`src/rtl/pds_pkg.sv`:
```
`timescale 1ns / 1ps
`default_nettype none

package pds_pkg;

  // Loop order of the modulator and bits per output word.
  localparam int Order    = 7;
  localparam int WordBits = 32;
  localparam int MaxRatio = 64;

  localparam int StepW   = $clog2(Order);
  localparam int BitCntW = $clog2(WordBits);
  localparam int RatioW  = $clog2(MaxRatio + 1);

  // Field widths of the ports.
  localparam int SampleW = 24;
  localparam int OutW    = 32;
  localparam int CfgW    = 7;
  localparam int IntW    = 32;

  localparam logic [CfgW-1:0] RatioReset = CfgW'(8);

  // 0.707 in Q0.16, kept as a positive signed constant.
  localparam logic signed [16:0] GainQ16 = 17'sd46334;

  typedef enum logic [1:0] {
    StIdle,
    StRun,
    StEmit
  } pds_state_e;

  typedef struct packed {
    logic             load;
    logic             step;
    logic [StepW-1:0] idx;
  } pds_ctrl_t;

  // Feedback weights in Q.24, one per integrator.
  function automatic logic signed [IntW-1:0] coef_q24(input logic [StepW-1:0] k);
    logic signed [IntW-1:0] c;
    c = '0;
    case (k)
      3'd0:    c = 32'sd168;
      3'd1:    c = 32'sd1342;
      3'd2:    c = 32'sd10066;
      3'd3:    c = 32'sd83886;
      3'd4:    c = 32'sd671089;
      3'd5:    c = 32'sd2516582;
      3'd6:    c = 32'sd8388608;
      default: c = '0;
    endcase
    return c;
  endfunction

endpackage

`default_nettype wire

```
`src/rtl/pds_lane.sv`:
```
`timescale 1ns / 1ps
`default_nettype none

module pds_lane (
  input  wire                                     clk_i,
  input  wire                                     rst_ni,
  input  wire pds_pkg::pds_ctrl_t                 ctrl_i,
  input  wire logic signed [pds_pkg::SampleW-1:0] sample_i,
  output logic [pds_pkg::WordBits-1:0]            word_o
);
  import pds_pkg::*;

  localparam int ProdW = SampleW + 17;
  localparam int XW    = ProdW - 15;
  localparam int SumW  = IntW + 2;

  logic signed [ProdW-1:0] prod;
  logic signed [ProdW-1:0] rounded;
  logic signed [XW-1:0]    x_d, x_q;

  logic signed [IntW-1:0]  int_q [Order];
  logic signed [IntW-1:0]  prev_q;
  logic signed [IntW-1:0]  cur;
  logic signed [IntW-1:0]  prev;
  logic signed [IntW-1:0]  coef;
  logic signed [IntW-1:0]  fb_term;
  logic signed [SumW-1:0]  sum;
  logic signed [IntW-1:0]  sat;
  logic                    fb_pos;
  logic                    last_step;
  logic [WordBits-1:0]     word_q;

  // Scale by 0.707 with round half up, Q.39 down to Q.24.
  assign prod    = ProdW'(sample_i) * ProdW'(GainQ16);
  assign rounded = prod + ProdW'(16384);
  assign x_d     = rounded[ProdW-1:15];

  // The last integrator is not rewritten before the final step of a bit, so its
  // current value is the sign that set this bit's feedback.
  assign fb_pos    = int_q[Order-1] > 0;
  assign last_step = ctrl_i.idx == StepW'(Order - 1);

  always_comb begin
    cur     = int_q[ctrl_i.idx];
    prev    = (ctrl_i.idx == '0) ? IntW'(x_q) : prev_q;
    coef    = coef_q24(ctrl_i.idx);
    fb_term = fb_pos ? -coef : coef;
    sum     = SumW'(cur) + SumW'(prev) + SumW'(fb_term);
    if (sum[SumW-1:IntW-1] == '0 || sum[SumW-1:IntW-1] == '1) begin
      sat = sum[IntW-1:0];
    end else if (sum[SumW-1]) begin
      sat = {1'b1, {(IntW-1){1'b0}}};
    end else begin
      sat = {1'b0, {(IntW-1){1'b1}}};
    end
  end

  always_ff @(posedge clk_i or negedge rst_ni) begin
    if (!rst_ni) begin
      for (int i = 0; i < Order; i++) begin
        int_q[i] <= '0;
      end
    end else if (ctrl_i.step) begin
      int_q[ctrl_i.idx] <= sat;
    end
  end

  always_ff @(posedge clk_i) begin
    if (ctrl_i.load) begin
      x_q <= x_d;
    end
    if (ctrl_i.step) begin
      prev_q <= sat;
      if (last_step) begin
        word_q <= {word_q[WordBits-2:0], sat > 0};
      end
    end
  end

  assign word_o = word_q;

endmodule

`default_nettype wire

```
`src/rtl/pcm_to_dsd_sigma_delta_unit.sv`:
```
`timescale 1ns / 1ps
`default_nettype none

// Stereo PCM to DSD converter. Each accepted frame of two Q1.23 samples is
// scaled by 0.707 and fed to one seventh-order sigma-delta modulator per
// channel, and the frame yields oversample_ratio word pairs of 32 DSD bits
// (earliest bit in the MSB), the final pair flagged by last_of_frame_o. A
// ratio of zero acts as one and values above 64 act as 64; the reset ratio is
// 8. Each channel has one saturating adder that, while a word is being built,
// updates one integrator per cycle, so each DSD bit steps through all seven
// integrators in turn; after each word the block hands the pair to the output
// register, waiting while that register is still held by out_stall_i. Input
// stall is low only while the block is idle. The ratio register is written
// through the configuration port, which is always ready, and should only be
// written while no frame is in progress.

module pcm_to_dsd_sigma_delta_unit (
  input  wire                                     clk_i,
  input  wire                                     rst_ni,
  input  wire                                     cfg_valid_i,
  output logic                                    cfg_ready_o,
  input  wire logic [pds_pkg::CfgW-1:0]           cfg_data_i,
  input  wire                                     in_valid_i,
  output logic                                    in_stall_o,
  input  wire logic signed [pds_pkg::SampleW-1:0] left_sample_i,
  input  wire logic signed [pds_pkg::SampleW-1:0] right_sample_i,
  output logic                                    out_valid_o,
  input  wire                                     out_stall_i,
  output logic [pds_pkg::OutW-1:0]                left_bits_o,
  output logic [pds_pkg::OutW-1:0]                right_bits_o,
  output logic                                    last_of_frame_o
);
  import pds_pkg::*;

  pds_state_e state_d, state_q;

  logic [CfgW-1:0]     cfg_q;
  logic [RatioW-1:0]   ratio_eff;
  logic [RatioW-1:0]   words_left_q;
  logic [StepW-1:0]    step_q;
  logic [BitCntW-1:0]  bit_cnt_q;
  logic                in_accept;
  logic                word_done;
  logic                load_out;
  logic                last_word;
  pds_ctrl_t           ctrl;
  logic [WordBits-1:0] left_word, right_word;

  logic                out_valid_q;
  logic [OutW-1:0]     left_bits_q, right_bits_q;
  logic                last_q;

  assign cfg_ready_o = 1'b1;
  assign in_stall_o  = state_q != StIdle;
  assign in_accept   = in_valid_i && !in_stall_o;
  assign last_word   = words_left_q == RatioW'(1);
  assign word_done   = state_q == StRun && step_q == StepW'(Order - 1)
                       && bit_cnt_q == BitCntW'(WordBits - 1);

  always_comb begin
    if (cfg_q == '0) begin
      ratio_eff = RatioW'(1);
    end else if (32'(cfg_q) > MaxRatio) begin
      ratio_eff = RatioW'(MaxRatio);
    end else begin
      ratio_eff = RatioW'(cfg_q);
    end
  end

  // Next state.
  always_comb begin
    state_d = state_q;
    case (state_q)
      StIdle: begin
        if (in_accept) begin
          state_d = StRun;
        end
      end
      StRun: begin
        if (word_done) begin
          state_d = StEmit;
        end
      end
      StEmit: begin
        if (!out_valid_q || !out_stall_i) begin
          state_d = last_word ? StIdle : StRun;
        end
      end
      default: state_d = StIdle;
    endcase
  end

  // Sequencer outputs.
  always_comb begin
    ctrl.load = 1'b0;
    ctrl.step = 1'b0;
    ctrl.idx  = step_q;
    load_out  = 1'b0;
    case (state_q)
      StIdle:  ctrl.load = in_accept;
      StRun:   ctrl.step = 1'b1;
      StEmit:  load_out  = !out_valid_q || !out_stall_i;
      default: ;
    endcase
  end

  always_ff @(posedge clk_i or negedge rst_ni) begin
    if (!rst_ni) begin
      state_q      <= StIdle;
      cfg_q        <= RatioReset;
      words_left_q <= '0;
      step_q       <= '0;
      bit_cnt_q    <= '0;
      out_valid_q  <= 1'b0;
    end else begin
      state_q <= state_d;
      if (cfg_valid_i && cfg_ready_o) begin
        cfg_q <= cfg_data_i;
      end
      if (in_accept) begin
        words_left_q <= ratio_eff;
        step_q       <= '0;
        bit_cnt_q    <= '0;
      end else if (ctrl.step) begin
        if (step_q == StepW'(Order - 1)) begin
          step_q    <= '0;
          bit_cnt_q <= (bit_cnt_q == BitCntW'(WordBits - 1)) ? '0 : bit_cnt_q + 1'b1;
        end else begin
          step_q <= step_q + 1'b1;
        end
      end
      if (load_out) begin
        words_left_q <= words_left_q - 1'b1;
      end
      if (load_out) begin
        out_valid_q <= 1'b1;
      end else if (!out_stall_i) begin
        out_valid_q <= 1'b0;
      end
    end
  end

  always_ff @(posedge clk_i) begin
    if (load_out) begin
      left_bits_q  <= OutW'(left_word);
      right_bits_q <= OutW'(right_word);
      last_q       <= last_word;
    end
  end

  pds_lane u_left (
    .clk_i    (clk_i),
    .rst_ni   (rst_ni),
    .ctrl_i   (ctrl),
    .sample_i (left_sample_i),
    .word_o   (left_word)
  );

  pds_lane u_right (
    .clk_i    (clk_i),
    .rst_ni   (rst_ni),
    .ctrl_i   (ctrl),
    .sample_i (right_sample_i),
    .word_o   (right_word)
  );

  assign out_valid_o     = out_valid_q;
  assign left_bits_o     = left_bits_q;
  assign right_bits_o    = right_bits_q;
  assign last_of_frame_o = last_q;

  // A new word pair never overwrites a result that is still held.
  assert property (@(posedge clk_i) disable iff (!rst_ni)
    load_out |-> !(out_valid_q && out_stall_i))
    else $error("output register overwritten while stalled");

  // While a frame is in progress at least one word pair remains to be sent.
  assert property (@(posedge clk_i) disable iff (!rst_ni)
    (state_q != StIdle) |-> (words_left_q != '0))
    else $error("frame in progress with no words left");

  // The step index never leaves the integrator chain.
  assert property (@(posedge clk_i) disable iff (!rst_ni)
    step_q <= StepW'(Order - 1))
    else $error("step index out of range");

  // Once a frame is taken, no other frame is taken in the following cycle.
  assert property (@(posedge clk_i) disable iff (!rst_ni)
    in_accept |=> in_stall_o)
    else $error("input not stalled after frame transfer");

  // The flagged pair ends the frame, so the block is idle right after it.
  assert property (@(posedge clk_i) disable iff (!rst_ni)
    (load_out && last_word) |=> (state_q == StIdle))
    else $error("block busy after last word pair");

endmodule

`default_nettype wire
```
`config.mk`:
```
export PLATFORM = sky130hd
export DESIGN_NAME = pcm_to_dsd_sigma_delta_unit
export DESIGN_NICKNAME = d
export VERILOG_FILES = /design/src/rtl/pds_pkg.sv /design/src/rtl/pds_lane.sv /design/src/rtl/pcm_to_dsd_sigma_delta_unit.sv
export SDC_FILE = /design/constraint.sdc
export NUM_CORES = 2
export LEC_CHECK = 0
export BUFFER_PORTS_ARGS = -buffer_cell sky130_fd_sc_hd__buf_2
export CORE_MARGIN = 2
export CORE_UTILIZATION = 35
export CTS_CLUSTER_SIZE = 30
export DETAILED_ROUTE_END_ITERATION = 8
export HOLD_SLACK_MARGIN = 0.03
export SLEW_MARGIN = 30
export SYNTH_ARGS = -nofsm -noshare
export SYNTH_HDL_FRONTEND = slang
export SYNTH_SLANG_ARGS = --single-unit
export TNS_END_PERCENT = 10
```
`constraint.sdc`:
```
create_clock -name clk_i -period 7.82 [get_ports clk_i]
set_input_delay 0.782 -clock clk_i [delete_from_list [all_inputs] [get_ports clk_i]]
set_output_delay 0.782 -clock clk_i [all_outputs]
set_load 0.01 [all_outputs]
```
; ---- Word-level counts from Yosys, hierarchy flattened
; Index checks and enable logic that the tools add are counted.
[op_classes]
addsub = 10
multipliers = 2
n_div = 0
magnitude_cmp = 7
n_eq_ne = 16
shift = 0
mux = 40
n_bitwise = 1
n_reduce_logical = 22
[op_table]
columns = op, n
row1 = bitwise mux 224 bit, 2
row2 = 2-to-1 mux 32 bit, 13
row3 = binary-select mux 32 bit (select 3 bit), 2
row4 = one-hot mux 24 bit (7 select lines), 1
row5 = greater-than comparator 32 x 1 -> 1 bit (second input constant), 4
row6 = demux 32 bit (select 3 bit), 1
row7 = adder 41 x 16 -> 41 bit (second input constant), 2
row8 = multiplier 24 x 16 -> 40 bit (second input constant), 2
row9 = adder 33 x 32 -> 34 bit, 2
row10 = adder 32 x 32 -> 33 bit, 2
row11 = negation 24 -> 32 bit, 1
row12 = 2-to-1 mux 7 bit, 4
row13 = 2-to-1 mux 5 bit, 4
row14 = equality test 3 bit (second input constant), 5
row15 = logical NOT 3 bit, 3
row16 = 2-to-1 mux 3 bit, 3
row17 = nonzero test 2 bit, 4
row18 = equality test 7 x 1 -> 1 bit (second input constant), 1
row19 = greater-than comparator 7 bit (second input constant), 1
row20 = logical NOT 7 bit, 1
row21 = subtractor 7 x 1 -> 7 bit (second input constant), 1
row22 = equality test 3 x 2 -> 1 bit (second input constant), 2
row23 = 2-to-1 mux 1 bit, 6
row24 = 2-to-1 mux 2 bit, 3
row25 = 18 further kinds, 28
[totals]
reg_bits = 718
latch_bits = 0
ramBits = 0
rom_bits = 0
input_bits = 60
output_inout_bits = 68
word_cells = 127
n_memories = 0

; ---- Depth between registers and ports, before layout
[logic_depth]
word_depth = 10
mapped_depth = 28

; ---- Cells and area by module
; Synthesis repeated with hierarchy kept, for this count alone.
[unflattened]
hier_cells = 5522
hier_area_um2 = 54458.5
[modules_own_cells]
columns = module, instances, cells_each, area_each_um2, seq_area_each_um2
row1 = pds_lane (u_left), 1, 2684, 25655.9, 8308.0
row2 = pds_lane (u_right), 1, 2656, 25587.0, 8308.0
row3 = pcm_to_dsd_sigma_delta_unit, 1, 182, 3215.6, 2578.7

; ---- Least setup slack after synthesis
; Ideal clock, no wire load.
[synth_timing]
kind = input -> register
from = in right_sample_i[23] in the netlist's numbering
to = reg u_right.x_q[25] (data pin)
setup_ns = 0.138
arrival_ns = 7.377
setup_slack_ns = 0.305
path_stages = 24
path_buffers = 2
cell_sequence = clkbuf_1 > inv_1 > fa_1 > fa_1 > fa_1 > inv_1 > fa_1 > fa_1 > inv_1 > fa_1 > inv_1 > ha_1 > clkbuf_1 > a21oi_1 > o21bai_1 > a211oi_1 > o21ai_0 > mux2_2 > a311oi_1 > nand4_1 > nor4_1 > nand2_1 > or4_1 > nand4_1
[synth_via]
elab_chain_len = 2
[synth_lines]
columns = item, line_no
row1 = start: declaration, pcm_to_dsd_sigma_delta_unit.sv:26  ; input wire logic signed [pds_pkg::SampleW-1:0] right_sample_i,
row2 = multiplier 24 x 16 -> 40 bit, pds_lane.sv:34  ; assign prod = ProdW'(sample_i) * ProdW'(GainQ16);
row3 = adder 41 x 16 -> 41 bit, pds_lane.sv:35  ; assign rounded = prod + ProdW'(16384);
row4 = named net u_right.rounded[40], pds_lane.sv:18  ; logic signed [ProdW-1:0] rounded;
row5 = end signal: assignment, pds_lane.sv:70  ; x_q <= x_d;
row6 = end: declaration, pds_lane.sv:19  ; logic signed [XW-1:0] x_d, x_q;
; The timed path passes the listed nets, and every way through them passes these cells.
; A chain may end at the register's enable or synchronous reset.

; ---- Worst setup path in the final report
[layout_timing]
from = reg u_left.int_q[29] in the netlist's numbering
to = reg u_left.int_q[38] in the netlist's numbering
[layout_via]
elab_chain_len = 9
elab_cells_between_ends = 13
classes_between = 2 x add/sub / 1 x order compare / 1 x eq/ne / 7 x mux / 2 x reduce/logical
[layout_lines]
columns = item, line_no
row1 = start: declaration, pds_lane.sv:21  ; logic signed [IntW-1:0] int_q [Order];
row2 = start signal: indexed assignment, pds_lane.sv:64  ; int_q[ctrl_i.idx] <= sat;
row3 = binary-select mux 32 bit (select 3 bit), pds_lane.sv:44  ; cur = int_q[ctrl_i.idx];
row4 = 2-to-1 mux 32 bit (not written as such) (2 in series), pds_lane.sv:44
row5 = adder 32 x 32 -> 33 bit, pds_lane.sv:48  ; sum = SumW'(cur) + SumW'(prev) + SumW'(fb_term);
row6 = adder 33 x 32 -> 34 bit *, pds_lane.sv:48
row7 = equality test 3 bit or logical NOT 3 bit (tied branches), pds_lane.sv:49  ; if (sum[SumW-1:IntW-1] == '0 || sum[SumW-1:IntW-1] == '1) begin
row8 = logical OR 1 bit, pds_lane.sv:49
row9 = 2-to-1 mux 32 bit *, pds_lane.sv:49
row10 = bitwise mux 224 bit *, pds_lane.sv:64
; Mark *: on every way between the ends. The rest lies on a longest branch, timed or not. The select of a mux whose other input is x is not followed.

==> metrics.txt <==
Top Layer Used met5; CP startpoint kind register; syn_area_per_cell ~10 um^2; Boundary Pins about 130; Yosys top cell by area dfrtp_1; fin crit share 0.9254; cell mode on critical path nor2_1; synthesized instance count ~5300; initial core utilization 0.3527; reg2reg path depth 21; clock skew about 22 ps; Hold Path Sink cfg_q[1]; critical path class reg2reg; port bufs between 100 and 150; fin crit period 7237 ps; DRC Markers 0; initial antenna violation count 3; die width slightly below 400 um; Req. time, crit path about 8300 ps; Met2 Routed Length 60710 um; syn nets 6253; largest net degree at the start of global routing 176; Hold Path Class in2reg; global-route wire length before repair 215000 um; top post-synthesis cells by area dfrtp_1 (22%), fa_1 (16%), edfxtp_1 (14%), ha_1 (9.5%), o21ai_0 (5.7%); Pre-antenna DRT Iters 5; CTS tree done; standard-cell rows ~140; most common cell in the netlist inv_1; Placed Cells 7410; Setup WS pre-CTS -63.87 ps; Synth Cell Area 53580 um^2; Core Area about 150000 um^2; P&R area growth vs syn 11.95%; final hold vios 0; worst setup margin approximately 580 ps; RSZ-0062 raised after global routing false; CTS buffer count slightly below 80; Iter 0 DRT Violations 2666; most frequent cells after synthesis inv_1 (773), nand2_1 (716), o21ai_0 (609); crit-path cells nor4_1, nand4_1, nor2_1, nor2_1, buf_4, a221o_1, fa_1, inv_1, ha_1, nor2b_1, o31ai_1, a211oi_1, or2_1, a21oi_1, o21ai_0, a211oi_1, o21a_1, buf_4, nor2_1, nor2_1, o21ai_0; vias in the first global route 38310; layout cell share with drive strength beyond 1 0.09834; Die Y 395.3 um; Worst R2R Setup Slack a little under 600 ps; gpl congestion 0.8881; Routed WL approximately 130000 um; actual slew at the worst max-slew pin ~910 ps; Final setup violation count 0; drt via density 5.031; Slew HR 0.3878; DR WL/cell 17.74 um; crit-path max FO 12; ys async rst share 0.6588; Yosys top cell area share 0.2204; DR WL met3 ~6400 um; critical path data arrival time roughly 7700 ps; fin cells 7562; reg2reg end u_left.int_q[38]; die area 156200 um^2; achievable frequency 0.1382 GHz; half-perimeter wire length after placement between 90000 and 100000 um; CTS Buffer Depth 3; WHS between 300 and 400 ps; GRT Util Overall 0.1714; M1 wire length 64170 um; clk_lat worst skew approximately 650 ps; post-cts resize count 0; Yosys reg bits 718; post-synthesis sequential area ratio 0.3583; largest stage delay on the critical path 710 ps; max-cap violations 0; EDFF count, synth 245; via count ~38000; Clock Sinks 718; Root Driver clkbuf_16; WHS Path Cells 2; hold_sp cfg_data_i[1]; Ys Warns 0; status complete, no violations; setup tns final 0 ps; Slew Limit Fails 0; n_diodes 0; CTS clk-pin slew, worst paths 60 ps; Post-synth top flop dfrtp_1; # nets final 6372; CP endpoint kind register; library cells used by synthesis 95; global route total overflow 0; RR Startpoint u_left.int_q[29]; post-route ant nets 0; Worst path slowest cell nor4_1; Max H-tree Level 3
## per-layer routing
| layer | up-vias | track usage |
|---|---|---|
| li1 | 18200 | - |
| met1 | 18850 | 0.2487 |
| met2 | 824 | 0.2706 |
| met3 | 175 | 0.02422 |
| met4 | 4 | 0.03899 |
| met5 | - | 0 |
## critical path, delay by kind of cell (launching register included)
kind                     cells  cell delay [ps]
AO/OA/AOI/OAI                8             2820
adder cells (fa/ha/maj)      2              870
buffers and inverters        3              490
flip-flops                   1              430
AND/OR/NAND/NOR              8             2440
## area by class of cell
class	count	area [um^2]
fill	14880	91920
multi-input combinational	3627	30710
sequential	718	19210
clock buffer	116	2382
timing repair buffer	263	1798
inverter	776	2914
tap	2030	2540
clock inverter	32	435.4
## timing repair
item,4_1_cts,5_1_grt
endpoints found under the hold margin,0,22
buffers inserted,0,0
hold buffers,0,1
## worst max-delay path by stage
stage	start	endpoint	slack, ps	depth (start not counted)
floorplan	right_sample_i[23]	u_right.x_q[25]	310	24
global placement	left_sample_i[13]	u_left.x_q[25]	60	26
detailed placement	left_sample_i[13]	u_left.x_q[25]	-60	26
CTS	left_sample_i[13]	u_left.x_q[25]	600	26
global route	left_sample_i[13]	u_left.x_q[25]	130	26
finish	u_left.int_q[29]	u_left.int_q[38]	580	21
## kinds of logic after synthesis
logic type	Yosys count	share of synthesized area
AOI/OAI and AO/OA	1142	0.1240
other	1	0.00006999
adders and majority gates	847	0.2594
buffers and inverters	1001	0.07036
xor gates and xnor gates	207	0.03384
muxes	185	0.04972
DFF	718	0.3583
and+or+nand+nor	1245	0.1043
## stage by stage
stage | area (um^2) | utilization
after floorplan | 53580 | -
after global placement | 57070 | 0.3757
after detailed placement | 57070 | 0.3757
after CTS | 59890 | 0.3943
after global routing | 59980 | 0.3949
final | 59980 | 0.3949
## state kept, by name, summed over array words and instances (netlist names)
name	cells
u_left.int_q	224
step_q	3
bit_cnt_q	5
u_left.word_o	32
u_left.prev_q	32
u_right.x_q	26
left_bits_o	32
u_right.word_o	32
cfg_q	7
last_of_frame_o	1
u_left.x_q	26
right_bits_o	32
words_left_q	7
out_valid_o	1
state_q	2
u_right.int_q	224
u_right.prev_q	32
## placed cells by master (no fill, tap or decap), types with 10 or more instances in the layout
cell / Yosys / final
clkinv_2: 0 / 13
o31ai_1: 10 / 10
o21bai_1: 17 / 17
nor4_1: 34 / 34
o211ai_1: 74 / 74
fa_1: 440 / 440
nor3_1: 42 / 40
and3_1: 33 / 33
clkbuf_1: 202 / 16
or3_1: 14 / 14
clkbuf_8: 0 / 16
o21a_1: 16 / 16
mux4_2: 64 / 64
buf_2: 4 / 125
a31oi_1: 10 / 10
nand4_1: 42 / 42
clkbuf_16: 0 / 84
xnor2_1: 130 / 130
a21oi_1: 217 / 216
buf_4: 2 / 127
nor2b_1: 16 / 15
nor3b_1: 10 / 10
mux2i_1: 112 / 112
o21ai_0: 609 / 609
xor2_1: 77 / 77
a211oi_1: 22 / 22
and2_1: 17 / 17
nand3_1: 54 / 51
inv_1: 773 / 771
a21o_1: 52 / 52
or2_2: 35 / 35
edfxtp_1: 245 / 245
nand2_1: 716 / 712
nand2b_1: 17 / 17
ha_1: 407 / 407
nor2_1: 168 / 167
dfrtp_1: 472 / 469
Power is not shown: default switching activity piles up to over one toggle a cycle in this logic, so the estimate is an artifact.
